[config.mk]
export PLATFORM = sky130hd
export DESIGN_NAME = mcv_ctrl
export DESIGN_NICKNAME = d
export VERILOG_FILES = /design/src/rtl/mcv_pkg.sv /design/src/rtl/mcv_ctrl.sv
export SDC_FILE = /design/constraint.sdc
export NUM_CORES = 1
export LEC_CHECK = 0
export ABC_AREA = 1
export BUFFER_PORTS_ARGS = -buffer_cell sky130_fd_sc_hd__buf_2
export CAP_MARGIN = 20
export CELL_PAD_IN_SITES_DETAIL_PLACEMENT = 0
export CELL_PAD_IN_SITES_GLOBAL_PLACEMENT = 1
export CORE_MARGIN = 2
export CORE_UTILIZATION = 30
export DETAILED_ROUTE_END_ITERATION = 8
export PLACE_DENSITY = 0.81
export SYNTH_ARGS = -nofsm -noshare
export SYNTH_HDL_FRONTEND = slang
export SYNTH_SLANG_ARGS = --single-unit
[constraint.sdc]
create_clock -name i_clk -period 1.8 [get_ports i_clk]
set_clock_uncertainty 0.15 [all_clocks]
set_input_delay 0.45 -clock i_clk [delete_from_list [all_inputs] [get_ports i_clk]]
set_output_delay 0.45 -clock i_clk [all_outputs]
set_load 0.005 [all_outputs]
[src/rtl/mcv_pkg.sv]
// ----------------------------------------------------------------------------
// mcv_pkg
// Shared types and constants of the multichannel valid-mode 2D convolution.
// ----------------------------------------------------------------------------
package mcv_pkg;

    // Store geometry
    localparam int MAX_IN_CHANNELS  = 16;
    localparam int MAX_OUT_CHANNELS = 16;
    localparam int MAX_HEIGHT       = 64;
    localparam int MAX_WIDTH        = 64;
    localparam int MAX_KERNEL       = 7;

    localparam int IMG_DEPTH = MAX_IN_CHANNELS * MAX_HEIGHT * MAX_WIDTH;
    localparam int WGT_DEPTH = MAX_OUT_CHANNELS * MAX_IN_CHANNELS * MAX_KERNEL * MAX_KERNEL;
    localparam int IMG_AW    = $clog2(IMG_DEPTH);
    localparam int WGT_AW    = $clog2(WGT_DEPTH);

    // Field and register widths
    localparam int INDEX_W  = 16;
    localparam int VALUE_W  = 16;
    localparam int PROD_W   = 2 * VALUE_W;
    localparam int SUM_W    = 48;
    localparam int CH_W     = 5;
    localparam int DIM_W    = 7;
    localparam int KER_W    = 3;
    localparam int OC_W     = 4;
    localparam int POS_W    = 6;
    localparam int ICNT_W   = 4;

    // Configuration port
    localparam int CFG_IDX_W  = 3;
    localparam int CFG_DATA_W = 7;

    localparam logic [CFG_IDX_W-1:0] REG_IN_CHANNELS   = 3'd0;
    localparam logic [CFG_IDX_W-1:0] REG_IN_HEIGHT     = 3'd1;
    localparam logic [CFG_IDX_W-1:0] REG_IN_WIDTH      = 3'd2;
    localparam logic [CFG_IDX_W-1:0] REG_OUT_CHANNELS  = 3'd3;
    localparam logic [CFG_IDX_W-1:0] REG_KERNEL_HEIGHT = 3'd4;
    localparam logic [CFG_IDX_W-1:0] REG_KERNEL_WIDTH  = 3'd5;

    // Request codes
    localparam logic [1:0] FUNC_LOAD_WGT = 2'd0;
    localparam logic [1:0] FUNC_LOAD_PIX = 2'd1;
    localparam logic [1:0] FUNC_COMPUTE  = 2'd2;

    typedef struct packed {
        logic [1:0]                func;
        logic [INDEX_W-1:0]        index;
        logic signed [VALUE_W-1:0] value;
        logic [OC_W-1:0]           out_channel;
        logic [POS_W-1:0]          out_row;
        logic [POS_W-1:0]          out_col;
    } t_in;

    typedef struct packed {
        logic signed [SUM_W-1:0] sum;
        logic                    error;
    } t_out;

    // Saturated geometry as used by the datapath
    typedef struct packed {
        logic [CH_W-1:0]  icn;
        logic [DIM_W-1:0] h;
        logic [DIM_W-1:0] w;
        logic [CH_W-1:0]  ocn;
        logic [KER_W-1:0] kh;
        logic [KER_W-1:0] kw;
    } t_dims;

    // Controller to datapath
    typedef struct packed {
        logic wr_wgt;
        logic wr_pix;
        logic start;
        logic setup1;
        logic setup2;
        logic issue;
        logic row_next;
        logic chan_next;
        logic out_load;
    } t_cmd;

    // Datapath to controller
    typedef struct packed {
        logic err;
        logic pipe_busy;
        logic out_free;
    } t_sts;

endpackage

[src/rtl/mcv_ctrl.sv]
// ----------------------------------------------------------------------------
// mcv_ctrl
// Sequencer: walks input channel, kernel row and kernel column per request.
// ----------------------------------------------------------------------------
module mcv_ctrl import mcv_pkg::*; (
    input  logic       i_clk,
    input  logic       i_rst_n,
    input  logic       i_in_valid,
    input  logic [1:0] i_func,
    input  t_dims      i_dims,
    input  t_sts       i_sts,
    output logic       o_in_stall,
    output t_cmd       o_cmd
);

    typedef enum logic [5:0] {
        ST_IDLE   = 6'b000001,
        ST_SETUP1 = 6'b000010,
        ST_SETUP2 = 6'b000100,
        ST_RUN    = 6'b001000,
        ST_DRAIN  = 6'b010000,
        ST_DONE   = 6'b100000
    } t_state;

    t_state            r_state, n_state;
    logic [KER_W-1:0]  r_c, n_c;
    logic [KER_W-1:0]  r_r, n_r;
    logic [ICNT_W-1:0] r_ic, n_ic;

    logic last_c, last_r, last_ic, accept;

    assign last_c  = (r_c == i_dims.kw - KER_W'(1));
    assign last_r  = (r_r == i_dims.kh - KER_W'(1));
    assign last_ic = ({1'b0, r_ic} == i_dims.icn - CH_W'(1));

    assign o_in_stall = (r_state != ST_IDLE);
    assign accept     = i_in_valid && (r_state == ST_IDLE);

    always_comb begin
        n_state = r_state;
        n_c     = r_c;
        n_r     = r_r;
        n_ic    = r_ic;
        o_cmd   = '0;
        unique case (r_state)
            ST_IDLE: begin
                if (accept) begin
                    o_cmd.wr_wgt = (i_func == FUNC_LOAD_WGT);
                    o_cmd.wr_pix = (i_func == FUNC_LOAD_PIX);
                    if (i_func == FUNC_COMPUTE) begin
                        o_cmd.start = 1'b1;
                        n_state     = ST_SETUP1;
                    end
                end
            end
            ST_SETUP1: begin
                o_cmd.setup1 = 1'b1;
                n_state      = ST_SETUP2;
            end
            ST_SETUP2: begin
                o_cmd.setup2 = 1'b1;
                n_c  = '0;
                n_r  = '0;
                n_ic = '0;
                n_state = i_sts.err ? ST_DONE : ST_RUN;
            end
            ST_RUN: begin
                o_cmd.issue     = 1'b1;
                o_cmd.row_next  = last_c;
                o_cmd.chan_next = last_c && last_r;
                if (!last_c) begin
                    n_c = r_c + KER_W'(1);
                end else begin
                    n_c = '0;
                    if (!last_r) begin
                        n_r = r_r + KER_W'(1);
                    end else begin
                        n_r = '0;
                        if (last_ic) begin
                            n_state = ST_DRAIN;
                        end else begin
                            n_ic = r_ic + ICNT_W'(1);
                        end
                    end
                end
            end
            ST_DRAIN: begin
                if (!i_sts.pipe_busy) begin
                    n_state = ST_DONE;
                end
            end
            ST_DONE: begin
                if (i_sts.out_free) begin
                    o_cmd.out_load = 1'b1;
                    n_state        = ST_IDLE;
                end
            end
            default: n_state = ST_IDLE;
        endcase
    end

    always_ff @(posedge i_clk) begin
        if (!i_rst_n) begin
            r_state <= ST_IDLE;
            r_c     <= '0;
            r_r     <= '0;
            r_ic    <= '0;
        end else begin
            r_state <= n_state;
            r_c     <= n_c;
            r_r     <= n_r;
            r_ic    <= n_ic;
        end
    end

endmodule

==> metrics.md <==
| Metric | Value |
|---|---|
| Status | `complete, but fails checks` |
| Failing checks | `negative setup slack` |
| Lkg Pwr | `0.00102 uW` |
| DRC | `0` |
| Crit path max-delay family | `buffers and inverters` |
| Filler cells | `446` |
| Hold WS | `0.352 ns` |
| Synth unique cells | `27` |
| Io pins | `48` |
| Share of cells above drive strength 1 | `47.3%` |
| Worst path buffer plus inverter count | `4` |
| Root Buffer | `clkbuf_8` |
| Fin crit period | `2.03 ns` |
| Final ANT Viol Nets | `0` |
| DR pass1 iterations | `4` |
| Crit-path max cell delay | `0.23 ns` |
| # hold bufs at CTS | `0` |
| DR vias/cell | `4.47` |
| Cell chain of the critical path | `buf_8 > inv_12 > ha_4 > xnor2_2 > a21oi_2 > nand2_1 > inv_1 > nand2_2 > nor2_2 > buf_2` |
| Starting DRT DRC Count | `39` |
| Die ar. | `0.00496 mm2` |
| CP max stage cell | `ha_4` |
| Core Rows | `24` |
| HPWL after detailed placement | `2.32 mm` |
| Critical path fanouts, max | `3` |
| Slew headroom | `77.5%` |
| Vias in the first global route | `1287` |
| Synthesized Nets | `249` |
| Worst slew pin tran | `0.334 ns` |
| Initial Utilization | `30.8%` |
| Largest net degree at the start of global routing | `10` |
| Initial antenna violation count | `0` |
| Fin cells | `316` |
| Clk buf depth | `2` |
| Clock Sinks | `16` |
| Crit end category | `primary output` |
| Placeable Area | `0.00429 mm2` |
| Peak VDD IR | `579 uV` |
| GR Overflow Total | `0` |
| DP Area | `0.00166 mm2` |
| Final Max Slew Viols | `0` |
| Drt wl/cell | `10.4 um` |
| Synth Cell Area | `0.00132 mm2` |
| Post-Syn Instances | `205` |
| Global placer's final weighted congestion | `0.768` |
| Area leader, netlist | `dfxtp_1` |
| Area growth syn-to-layout | `59.4%` |
| First-pass GRT wire length | `5.34 mm` |
| Final wirelength | `3.28 mm` |
| Pwr dens | `823 mW/mm2` |
| Cell area after layout | `0.00211 mm2` |
| Yosys top cell area share | `24.2%` |
| # port buffers | `28` |
| Chip width | `70.4 um` |
| CTS H-tree depth | `1` |
| Ant. Diodes | `0` |
| Setup total negative slack | `-1.25 ns` |
| Arr. time, crit path | `1.43 ns` |
| TritonCTS clock tree | `done` |
| Top_reg_cell synth | `dfxtp_1` |
| Placed cell count | `298` |
| Yosys warning count | `0` |
| Critical Path RT | `1.20 ns` |
| Via count | `1414` |
| Gr usage total | `13.2%` |
| Period utilization | `113%` |
| Final hold violation count | `0` |
| Top cells by area, synth | `dfxtp_1 24%, nand2_1 13%, inv_1 10%` |
| EDFF count, synth | `0` |
| Final setup violation count | `19` |
| Nets | `309` |
| Sequential fraction of the synthesis area | `24.2%` |
| DIE HEIGHT | `70.4 um` |
| Startpoint Class | `input port` |
| RSZ-0062 raised after global routing | `yes` |
| Async SR Flop Fraction | `0%` |
| Total CTS buffers | `3` |
| Worst-Skew Late Latency | `0.26 ns` |
| Avg Synthesized Cell Area | `6.45 um2` |
| WS Path Type | `in2out` |
| Clk pin slew, worst setup/hold paths | `0.07 ns` |
| Synthesis-stage register bit count | `16` |
| Fmax | `492 MHz` |
| Max Cap Viol | `0` |
| Worst hold path class | `reg2reg` |
| Final WS setup | `-0.231 ns` |
## logic make-up (layout without fill, tap and decap cells)
group / count (synthesis) / after routing / share of synthesized area, %
adder cells (fa/ha/maj): 6 / 6 / 5.68
AO/OA/AOI/OAI: 13 / 13 / 4.92
XOR/XNOR: 11 / 11 / 7.28
buffers and inverters: 41 / 100 / 12.2
AND/OR/NAND/NOR: 118 / 118 / 45.7
flip-flops: 16 / 16 / 24.2
## cells in the mapped netlist, types with 3 or more instances
master	instances
a21oi_1	11
nor2_1	25
dfxtp_1	16
inv_1	36
nand2_1	47
nand2_4	6
xnor2_1	5
nor4_1	3
ha_1	6
xor2_1	6
nand3_1	23
## final timing paths
path	startpoint	depth (start not counted)	slack [ns]	to
worst max-delay path	i_dims[1]	10	-0.23	o_cmd[1]
worst min-delay path	r_state[4]	2	0.35	r_state[4]
worst max register to register	r_state[3]	12	0.07	r_state[0]
worst min register to register	r_state[4]	2	0.35	r_state[4]
## layout by cell type, fill, tap and decap left out, drive strengths merged, types with 3 or more instances in the layout
cell | Yosys | routed
nor4 | 3 | 3
buf | 0 | 56
xor2 | 6 | 6
inv | 39 | 39
nand4 | 4 | 4
a21oi | 11 | 11
nand2 | 54 | 54
dfxtp | 16 | 16
ha | 6 | 6
nand3 | 25 | 25
xnor2 | 5 | 5
nor2 | 28 | 28
clkbuf | 1 | 4
## sequential cells by signal, indices dropped and copies added (netlist names)
name     cells
r_ic         4
r_r          3
r_state      6
r_c          3
## per-stage QoR
stage               worst slack (ns)  power [uW]  utilization [%]
floorplan                    -0.0905         896                -
global placement              -0.332        1070             38.8
detailed placement            -0.347        1080             38.8
CTS                           -0.213        1520             43.1
global route                  -0.298        1860             49.1
finish                        -0.231        1740             49.1
## report_power, final
part / total (uW) / switching [uW] / leakage [uW] / internal, uW
clock: 334 / 140 / 0.0000288 / 195
sequential: 443 / 39.2 / 0.000133 / 404
combinational: 958 / 519 / 0.000860 / 439
total: 1740 / 698 / 0.00102 / 1040
## worst reg2reg max path, delay by kind of cell, from the launching register on
| kind | cells | cell delay [ns] |
|---|---|---|
| buffers and inverters | 4 | 0.39 |
| and+or+nand+nor | 8 | 0.76 |
| DFF | 1 | 0.37 |
## per-layer routing
| layer | share of wire (%) | wire length (um) | global-route usage (%) |
|---|---|---|---|
| met1 | 45 | 1460 | 16.9 |
| met4 | 1.2 | 38 | 3.85 |
| met5 | 0 | 0 | 0 |
| met2 | 51 | 1660 | 23.3 |
| met3 | 3.7 | 120 | 1.30 |
## timing repair
action	in CTS	in global routing
resized for setup	18	57
pin swaps	10	26
setup buffers	9	9
endpoints found under the setup margin	9	24
cloned	0	0
## final cells by class
| class | count | area, um2 | share of cell area, % |
|---|---|---|---|
| Sequential cell | 16 | 332 | 15.7 |
| Tap cell | 52 | 65.1 | 3.09 |
| Timing Repair Buffer | 56 | 412 | 19.5 |
| Inverter | 40 | 183 | 8.66 |
| Multi-Input combinational cell | 148 | 1060 | 50.4 |
| Clock buffer | 4 | 55.1 | 2.61 |
(Power assumes the default switching activity.)
