**config.mk**
```make
export PLATFORM = sky130hd
export DESIGN_NAME = mcv_cfg
export DESIGN_NICKNAME = d
export VERILOG_FILES = /design/src/rtl/mcv_pkg.sv /design/src/rtl/mcv_cfg.sv
export SDC_FILE = /design/constraint.sdc
export NUM_CORES = 1
export LEC_CHECK = 0
export ABC_AREA = 1
export BUFFER_PORTS_ARGS = -buffer_cell sky130_fd_sc_hd__buf_2
export CORE_MARGIN = 2
export CORE_UTILIZATION = 46
export DETAILED_ROUTE_END_ITERATION = 12
export PLACE_DENSITY = 0.75
export RECOVER_POWER = 50
export SLEW_MARGIN = 20
export SYNTH_ARGS = -nofsm -noshare
export SYNTH_HDL_FRONTEND = slang
export SYNTH_SLANG_ARGS = --single-unit
```
**constraint.sdc**
```tcl
create_clock -name i_clk -period 0.8 [get_ports i_clk]
set_input_delay 0.16 -clock i_clk [delete_from_list [all_inputs] [get_ports i_clk]]
set_output_delay 0.16 -clock i_clk [all_outputs]
set_load 0.02 [all_outputs]
```
**src/rtl/mcv_pkg.sv**
```systemverilog
// ----------------------------------------------------------------------------
// mcv_pkg
// Shared types and constants of the multichannel valid-mode 2D convolution.
// ----------------------------------------------------------------------------
package mcv_pkg;

    // Store geometry
    localparam int MAX_IN_CHANNELS  = 16;
    localparam int MAX_OUT_CHANNELS = 16;
    localparam int MAX_HEIGHT       = 64;
    localparam int MAX_WIDTH        = 64;
    localparam int MAX_KERNEL       = 7;

    localparam int IMG_DEPTH = MAX_IN_CHANNELS * MAX_HEIGHT * MAX_WIDTH;
    localparam int WGT_DEPTH = MAX_OUT_CHANNELS * MAX_IN_CHANNELS * MAX_KERNEL * MAX_KERNEL;
    localparam int IMG_AW    = $clog2(IMG_DEPTH);
    localparam int WGT_AW    = $clog2(WGT_DEPTH);

    // Field and register widths
    localparam int INDEX_W  = 16;
    localparam int VALUE_W  = 16;
    localparam int PROD_W   = 2 * VALUE_W;
    localparam int SUM_W    = 48;
    localparam int CH_W     = 5;
    localparam int DIM_W    = 7;
    localparam int KER_W    = 3;
    localparam int OC_W     = 4;
    localparam int POS_W    = 6;
    localparam int ICNT_W   = 4;

    // Configuration port
    localparam int CFG_IDX_W  = 3;
    localparam int CFG_DATA_W = 7;

    localparam logic [CFG_IDX_W-1:0] REG_IN_CHANNELS   = 3'd0;
    localparam logic [CFG_IDX_W-1:0] REG_IN_HEIGHT     = 3'd1;
    localparam logic [CFG_IDX_W-1:0] REG_IN_WIDTH      = 3'd2;
    localparam logic [CFG_IDX_W-1:0] REG_OUT_CHANNELS  = 3'd3;
    localparam logic [CFG_IDX_W-1:0] REG_KERNEL_HEIGHT = 3'd4;
    localparam logic [CFG_IDX_W-1:0] REG_KERNEL_WIDTH  = 3'd5;

    // Request codes
    localparam logic [1:0] FUNC_LOAD_WGT = 2'd0;
    localparam logic [1:0] FUNC_LOAD_PIX = 2'd1;
    localparam logic [1:0] FUNC_COMPUTE  = 2'd2;

    typedef struct packed {
        logic [1:0]                func;
        logic [INDEX_W-1:0]        index;
        logic signed [VALUE_W-1:0] value;
        logic [OC_W-1:0]           out_channel;
        logic [POS_W-1:0]          out_row;
        logic [POS_W-1:0]          out_col;
    } t_in;

    typedef struct packed {
        logic signed [SUM_W-1:0] sum;
        logic                    error;
    } t_out;

    // Saturated geometry as used by the datapath
    typedef struct packed {
        logic [CH_W-1:0]  icn;
        logic [DIM_W-1:0] h;
        logic [DIM_W-1:0] w;
        logic [CH_W-1:0]  ocn;
        logic [KER_W-1:0] kh;
        logic [KER_W-1:0] kw;
    } t_dims;

    // Controller to datapath
    typedef struct packed {
        logic wr_wgt;
        logic wr_pix;
        logic start;
        logic setup1;
        logic setup2;
        logic issue;
        logic row_next;
        logic chan_next;
        logic out_load;
    } t_cmd;

    // Datapath to controller
    typedef struct packed {
        logic err;
        logic pipe_busy;
        logic out_free;
    } t_sts;

endpackage

```
**src/rtl/mcv_cfg.sv**
```systemverilog
// ----------------------------------------------------------------------------
// mcv_cfg
// Geometry registers with saturation to the supported range.
// ----------------------------------------------------------------------------
module mcv_cfg import mcv_pkg::*; (
    input  logic                  i_clk,
    input  logic                  i_rst_n,
    input  logic                  i_cfg_we,
    input  logic [CFG_IDX_W-1:0]  i_cfg_idx,
    input  logic [CFG_DATA_W-1:0] i_cfg_data,
    output t_dims                 o_dims
);

    logic [CH_W-1:0]  r_icn;
    logic [DIM_W-1:0] r_h;
    logic [DIM_W-1:0] r_w;
    logic [CH_W-1:0]  r_ocn;
    logic [KER_W-1:0] r_kh;
    logic [KER_W-1:0] r_kw;

    always_ff @(posedge i_clk) begin
        if (!i_rst_n) begin
            r_icn <= CH_W'(1);
            r_h   <= DIM_W'(64);
            r_w   <= DIM_W'(64);
            r_ocn <= CH_W'(1);
            r_kh  <= KER_W'(3);
            r_kw  <= KER_W'(3);
        end else if (i_cfg_we) begin
            unique case (i_cfg_idx)
                REG_IN_CHANNELS:   r_icn <= i_cfg_data[CH_W-1:0];
                REG_IN_HEIGHT:     r_h   <= i_cfg_data[DIM_W-1:0];
                REG_IN_WIDTH:      r_w   <= i_cfg_data[DIM_W-1:0];
                REG_OUT_CHANNELS:  r_ocn <= i_cfg_data[CH_W-1:0];
                REG_KERNEL_HEIGHT: r_kh  <= i_cfg_data[KER_W-1:0];
                REG_KERNEL_WIDTH:  r_kw  <= i_cfg_data[KER_W-1:0];
                default: ;
            endcase
        end
    end

    // Zero counts as one, anything above the maximum as the maximum
    always_comb begin
        o_dims.icn = (r_icn == '0) ? CH_W'(1) :
                     (r_icn > CH_W'(MAX_IN_CHANNELS)) ? CH_W'(MAX_IN_CHANNELS) : r_icn;
        o_dims.h   = (r_h == '0) ? DIM_W'(1) :
                     (r_h > DIM_W'(MAX_HEIGHT)) ? DIM_W'(MAX_HEIGHT) : r_h;
        o_dims.w   = (r_w == '0) ? DIM_W'(1) :
                     (r_w > DIM_W'(MAX_WIDTH)) ? DIM_W'(MAX_WIDTH) : r_w;
        o_dims.ocn = (r_ocn == '0) ? CH_W'(1) :
                     (r_ocn > CH_W'(MAX_OUT_CHANNELS)) ? CH_W'(MAX_OUT_CHANNELS) : r_ocn;
        o_dims.kh  = (r_kh == '0) ? KER_W'(1) : r_kh;
        o_dims.kw  = (r_kw == '0) ? KER_W'(1) : r_kw;
    end

endmodule

```
==> flow_results.xml <==
<?xml version="1.0" encoding="UTF-8"?>
<metrics>
  <group name="run_status">
    <metric name="outcome" unit="">complete, but fails checks</metric>
    <metric name="violations" unit="">negative setup slack</metric>
  </group>
  <group name="worst_setup_path">
    <metric name="required_time_of_the_critical_path" unit="ns">0.64</metric>
    <metric name="critPathSlowestCell" unit="">dfxtp_2</metric>
    <metric name="critical_path.cell_chain" unit="">nor2_2 &gt; nand3_2 &gt; buf_6 &gt; a21oi_4 &gt; buf_6</metric>
    <metric name="startpoint_type" unit="">flop</metric>
    <metric name="path_max_fanout" unit="">2</metric>
    <metric name="timing.setup.critical_path_class" unit="">reg -&gt; out</metric>
    <metric name="critical_path.n_buffers_inverters" unit="">2</metric>
    <metric name="critical_path_cell_count" unit="">5</metric>
    <metric name="cpLargestDelayFamily" unit="">flip-flops</metric>
    <metric name="worstReg2RegStart" unit="">r_h[6]$_SDFFE_PN1P_</metric>
    <metric name="worst_setup_path_end_kind" unit="">output pin</metric>
    <metric name="max_stage_delay" unit="ns">0.34</metric>
    <metric name="rr_endpoint" unit="">r_h[6]$_SDFFE_PN1P_</metric>
    <metric name="cpMostUsedCell" unit="">buf_6</metric>
    <metric name="r2r_cells" unit="">4</metric>
    <metric name="critPathArrivalTime" unit="ns">1.26</metric>
    <metric name="r2r_slack" unit="ns">0.01</metric>
  </group>
  <group name="placement">
    <metric name="placement_cell_area" unit="um^2">1970</metric>
    <metric name="gp_congestion" unit="">0.794</metric>
    <metric name="numPortBuffers" unit="">42</metric>
    <metric name="post_placement_setup_slack" unit="ns">-0.321</metric>
    <metric name="dp.final_hpwl" unit="um">2620</metric>
  </group>
  <group name="min_path">
    <metric name="min-delay-path-class" unit="">in -&gt; reg</metric>
    <metric name="hold-path-cell-count" unit="">3</metric>
    <metric name="hold_path_end" unit="">r_h[6]$_SDFFE_PN1P_</metric>
    <metric name="hold_path_startpoint" unit="">i_cfg_data[6]</metric>
  </group>
  <group name="timing">
    <metric name="worst-slew-pin-transition" unit="ns">0.247</metric>
    <metric name="post_route_worst_setup_slack" unit="ns">-0.624</metric>
    <metric name="grt_setup_unrepaired" unit="">true</metric>
    <metric name="slew_headroom" unit="%">83.5</metric>
    <metric name="timing.final.setup_violations" unit="">31</metric>
    <metric name="fmax" unit="MHz">702</metric>
    <metric name="final_max_slew_viol_count" unit="">0</metric>
    <metric name="final-hold-violation-count" unit="">0</metric>
    <metric name="layout_worst_path_cycle_share" unit="%">178</metric>
    <metric name="min_period" unit="ns">1.42</metric>
    <metric name="final.setup.tns" unit="ns">-13.02</metric>
    <metric name="fin_skew" unit="ns">0</metric>
  </group>
  <group name="synth">
    <metric name="net_count_synth" unit="">244</metric>
    <metric name="synth_instances" unit="">231</metric>
    <metric name="synthDistinctLibCells" unit="">20</metric>
    <metric name="synth_enable_flop_cells" unit="">0</metric>
    <metric name="yosysWarnings" unit="">0</metric>
    <metric name="synth_area_leader_cell" unit="">dfxtp_1</metric>
    <metric name="synth.cell_area" unit="um^2">1470</metric>
    <metric name="synthesis.area_per_instance" unit="um^2">6.38</metric>
    <metric name="yosysSeqAreaShare" unit="%">40.7</metric>
    <metric name="netlist.area_leader.share" unit="%">40.7</metric>
    <metric name="ys_async_sr_fraction" unit="%">0</metric>
    <metric name="synth_commonest_cells" unit="">65 x nor2_1, 44 x nand2_1, 33 x inv_1, 30 x dfxtp_1, 11 x clkbuf_1</metric>
    <metric name="postSynth.topFlopCell" unit="">dfxtp_1</metric>
    <metric name="synth_most_common_cell" unit="">nor2_1</metric>
    <metric name="netlist_top_cells_area" unit="">dfxtp_1 41%, nor2_1 17%, nand2_1 11%, inv_1 8.4%, nand4_1 3.4%</metric>
    <metric name="ys_ff_latch" unit="">30</metric>
  </group>
  <group name="routing">
    <metric name="drt_pass1_iterations" unit="">4</metric>
    <metric name="wl_per_cell" unit="um">11.1</metric>
    <metric name="detail_route.iter0.violations" unit="">45</metric>
    <metric name="ant_nets" unit="">0</metric>
    <metric name="met1Wirelength" unit="um">1670</metric>
    <metric name="met3RoutedLength" unit="um">196</metric>
    <metric name="topRoutingLayerUsed" unit="">met4</metric>
    <metric name="wl_met2" unit="um">1910</metric>
    <metric name="detailroute.via_count" unit="">1597</metric>
    <metric name="drt-vias-per-instance" unit="">4.67</metric>
    <metric name="wirelength" unit="um">3810</metric>
    <metric name="route.detailed.drc" unit="">0</metric>
  </group>
  <group name="cts">
    <metric name="cts_buffers" unit="">5</metric>
    <metric name="clkLatencyLatePin" unit="ns">0.33</metric>
    <metric name="cts_hold_repair.buffers" unit="">0</metric>
    <metric name="ctsLongestPathBuffers" unit="">2</metric>
    <metric name="ctsHtreeMaxLevel" unit="">2</metric>
    <metric name="cts.sink_count" unit="">30</metric>
    <metric name="clkTransAtPathRegs" unit="ns">0.10</metric>
    <metric name="tritoncts" unit="">yes</metric>
    <metric name="cts.root.buffer_cell" unit="">clkbuf_4</metric>
  </group>
  <group name="global_route">
    <metric name="grt_antenna_before_repair" unit="">0</metric>
    <metric name="grt_max_degree" unit="">31</metric>
    <metric name="grt_util_all_layers" unit="%">21.7</metric>
    <metric name="first_global_vias" unit="">1446</metric>
    <metric name="grt_overflow" unit="">0</metric>
    <metric name="global_route_wire_length_before_repair" unit="um">6000</metric>
  </group>
  <group name="power">
    <metric name="irDropWorstVdd" unit="mV">1.31</metric>
    <metric name="power_per_cell_area" unit="nW/um^2">1440</metric>
    <metric name="cellLeakagePower" unit="uW">0.00114</metric>
  </group>
  <group name="die">
    <metric name="die_height" unit="um">60.6</metric>
    <metric name="design.die.area" unit="um^2">3670</metric>
    <metric name="dieWidth" unit="um">60.6</metric>
    <metric name="rows" unit="">20</metric>
    <metric name="design.core.area" unit="um^2">3050</metric>
    <metric name="starting_utilization_of_the_core_area" unit="%">48.3</metric>
    <metric name="ioPinCount" unit="">43</metric>
  </group>
  <group name="final_layout">
    <metric name="filler_cells" unit="">231</metric>
    <metric name="syn_to_final_growth" unit="%">65.8</metric>
    <metric name="cell_area_after_layout" unit="um^2">2440</metric>
    <metric name="multiInputGateArea" unit="um^2">877</metric>
    <metric name="seqCellArea" unit="um^2">643</metric>
    <metric name="design.final.nets" unit="">310</metric>
    <metric name="num_antenna_cells" unit="">0</metric>
    <metric name="drive_gt1_share" unit="%">52.0</metric>
  </group>
  <group name="job">
    <metric name="timing.max_cap.violations" unit="">0</metric>
  </group>
</metrics>
-- area by class of cell --
class                           instances  share of cell area, %
Tap cell                               44                   2.25
Clock buffer                            5                   1.54
Sequential cell                        30                   26.3
Timing Repair Buffer                   72                   26.6
Multi-Input combinational cell        153                   35.9
Inverter                               35                   5.79
Clock inverter                          3                   1.64
-- cells by family after synthesis --
family / share of synthesized area [%]
simple gates: 37.9
flops: 40.7
compound gates: 7.55
buf+inv: 13.8
-- repair_timing --
| action | in CTS | in global routing |
|---|---|---|
| setup buffers | 2 | 1 |
| pin swaps | 16 | 16 |
| endpoints found under the setup margin | 30 | 33 |
| gates resized for setup | 99 | 42 |
| cloned | 0 | 1 |
-- sequential cells by signal, summed over array words and instances (netlist names) --
name,count
r_h,7
r_w,7
r_icn,5
r_ocn,5
r_kh,3
r_kw,3
-- where the power goes --
group	total, uW	internal [uW]	switching (uW)	leakage [uW]
Sequential	1590	1540	54.5	0.000251
Combinational	748	335	412	0.000845
Clock	1190	647	539	0.0000450
-- worst reg2reg max path, cell delays in order, from the launching register on --
cell and delay, ns:
dfxtp_2 0.34, buf_6 0.12, buf_6 0.11, o21ai_2 0.04, nand3_1 0.07
-- how the worst max path moves through the flow --
stage	from	end	slack [ns]
2_1_floorplan	r_icn[3]$_SDFFE_PN0P_	o_dims[25]	-0.24
3_3_place_gp	r_h[4]$_SDFFE_PN0P_	o_dims[19]	-0.28
3_5_place_dp	r_h[4]$_SDFFE_PN0P_	o_dims[19]	-0.32
4_1_cts	r_h[1]$_SDFFE_PN0P_	o_dims[18]	-0.65
5_1_grt	r_h[2]$_SDFFE_PN0P_	o_dims[18]	-0.70
6_report	r_h[4]$_SDFFE_PN0P_	o_dims[18]	-0.62
-- through the flow --
| step | hold slack (ns) | cells | utilization [%] | total power, uW |
|---|---|---|---|---|
| 3_3_place_gp | 0.407 | 330 | 64.6 | 2200 |
| 4_1_cts | 0.0590 | 340 | 75.5 | 3470 |
| 3_5_place_dp | 0.407 | 330 | 64.6 | 2220 |
| 5_1_grt | 0.0684 | 342 | 80.0 | 3690 |
| 6_report | 0.0546 | 342 | 80.0 | 3530 |
| 2_1_floorplan | 0.273 | 231 | - | 1990 |
-- layout by cell type, fill, tap and decap left out, types with 2 or more instances in the layout --
| cell type | count |
|---|---|
| nand2_2 | 5 |
| a21oi_2 | 2 |
| buf_2 | 12 |
| nor2_2 | 7 |
| inv_2 | 10 |
| nand2_1 | 40 |
| buf_12 | 2 |
| nand3_1 | 7 |
| nor2_1 | 45 |
| o211ai_1 | 2 |
| nand3_2 | 2 |
| nand4_1 | 8 |
| buf_6 | 32 |
| dfxtp_1 | 8 |
| o21ai_0 | 6 |
| clkinv_2 | 3 |
| nor2_4 | 17 |
| inv_1 | 21 |
| buf_4 | 24 |
| dfxtp_4 | 6 |
| o21bai_4 | 2 |
| a21oi_1 | 3 |
| clkbuf_4 | 5 |
| dfxtp_2 | 16 |
| o21ai_1 | 2 |
-- metal layers --
layer / track usage [%] / vias to the layer above
li1: - / 837
met1: 26.6 / 714
met2: 35.8 / 40
met3: 7.25 / 6
met4: 7.76 / 0
met5: 0 / -
Power figures use the tool's default switching activity.
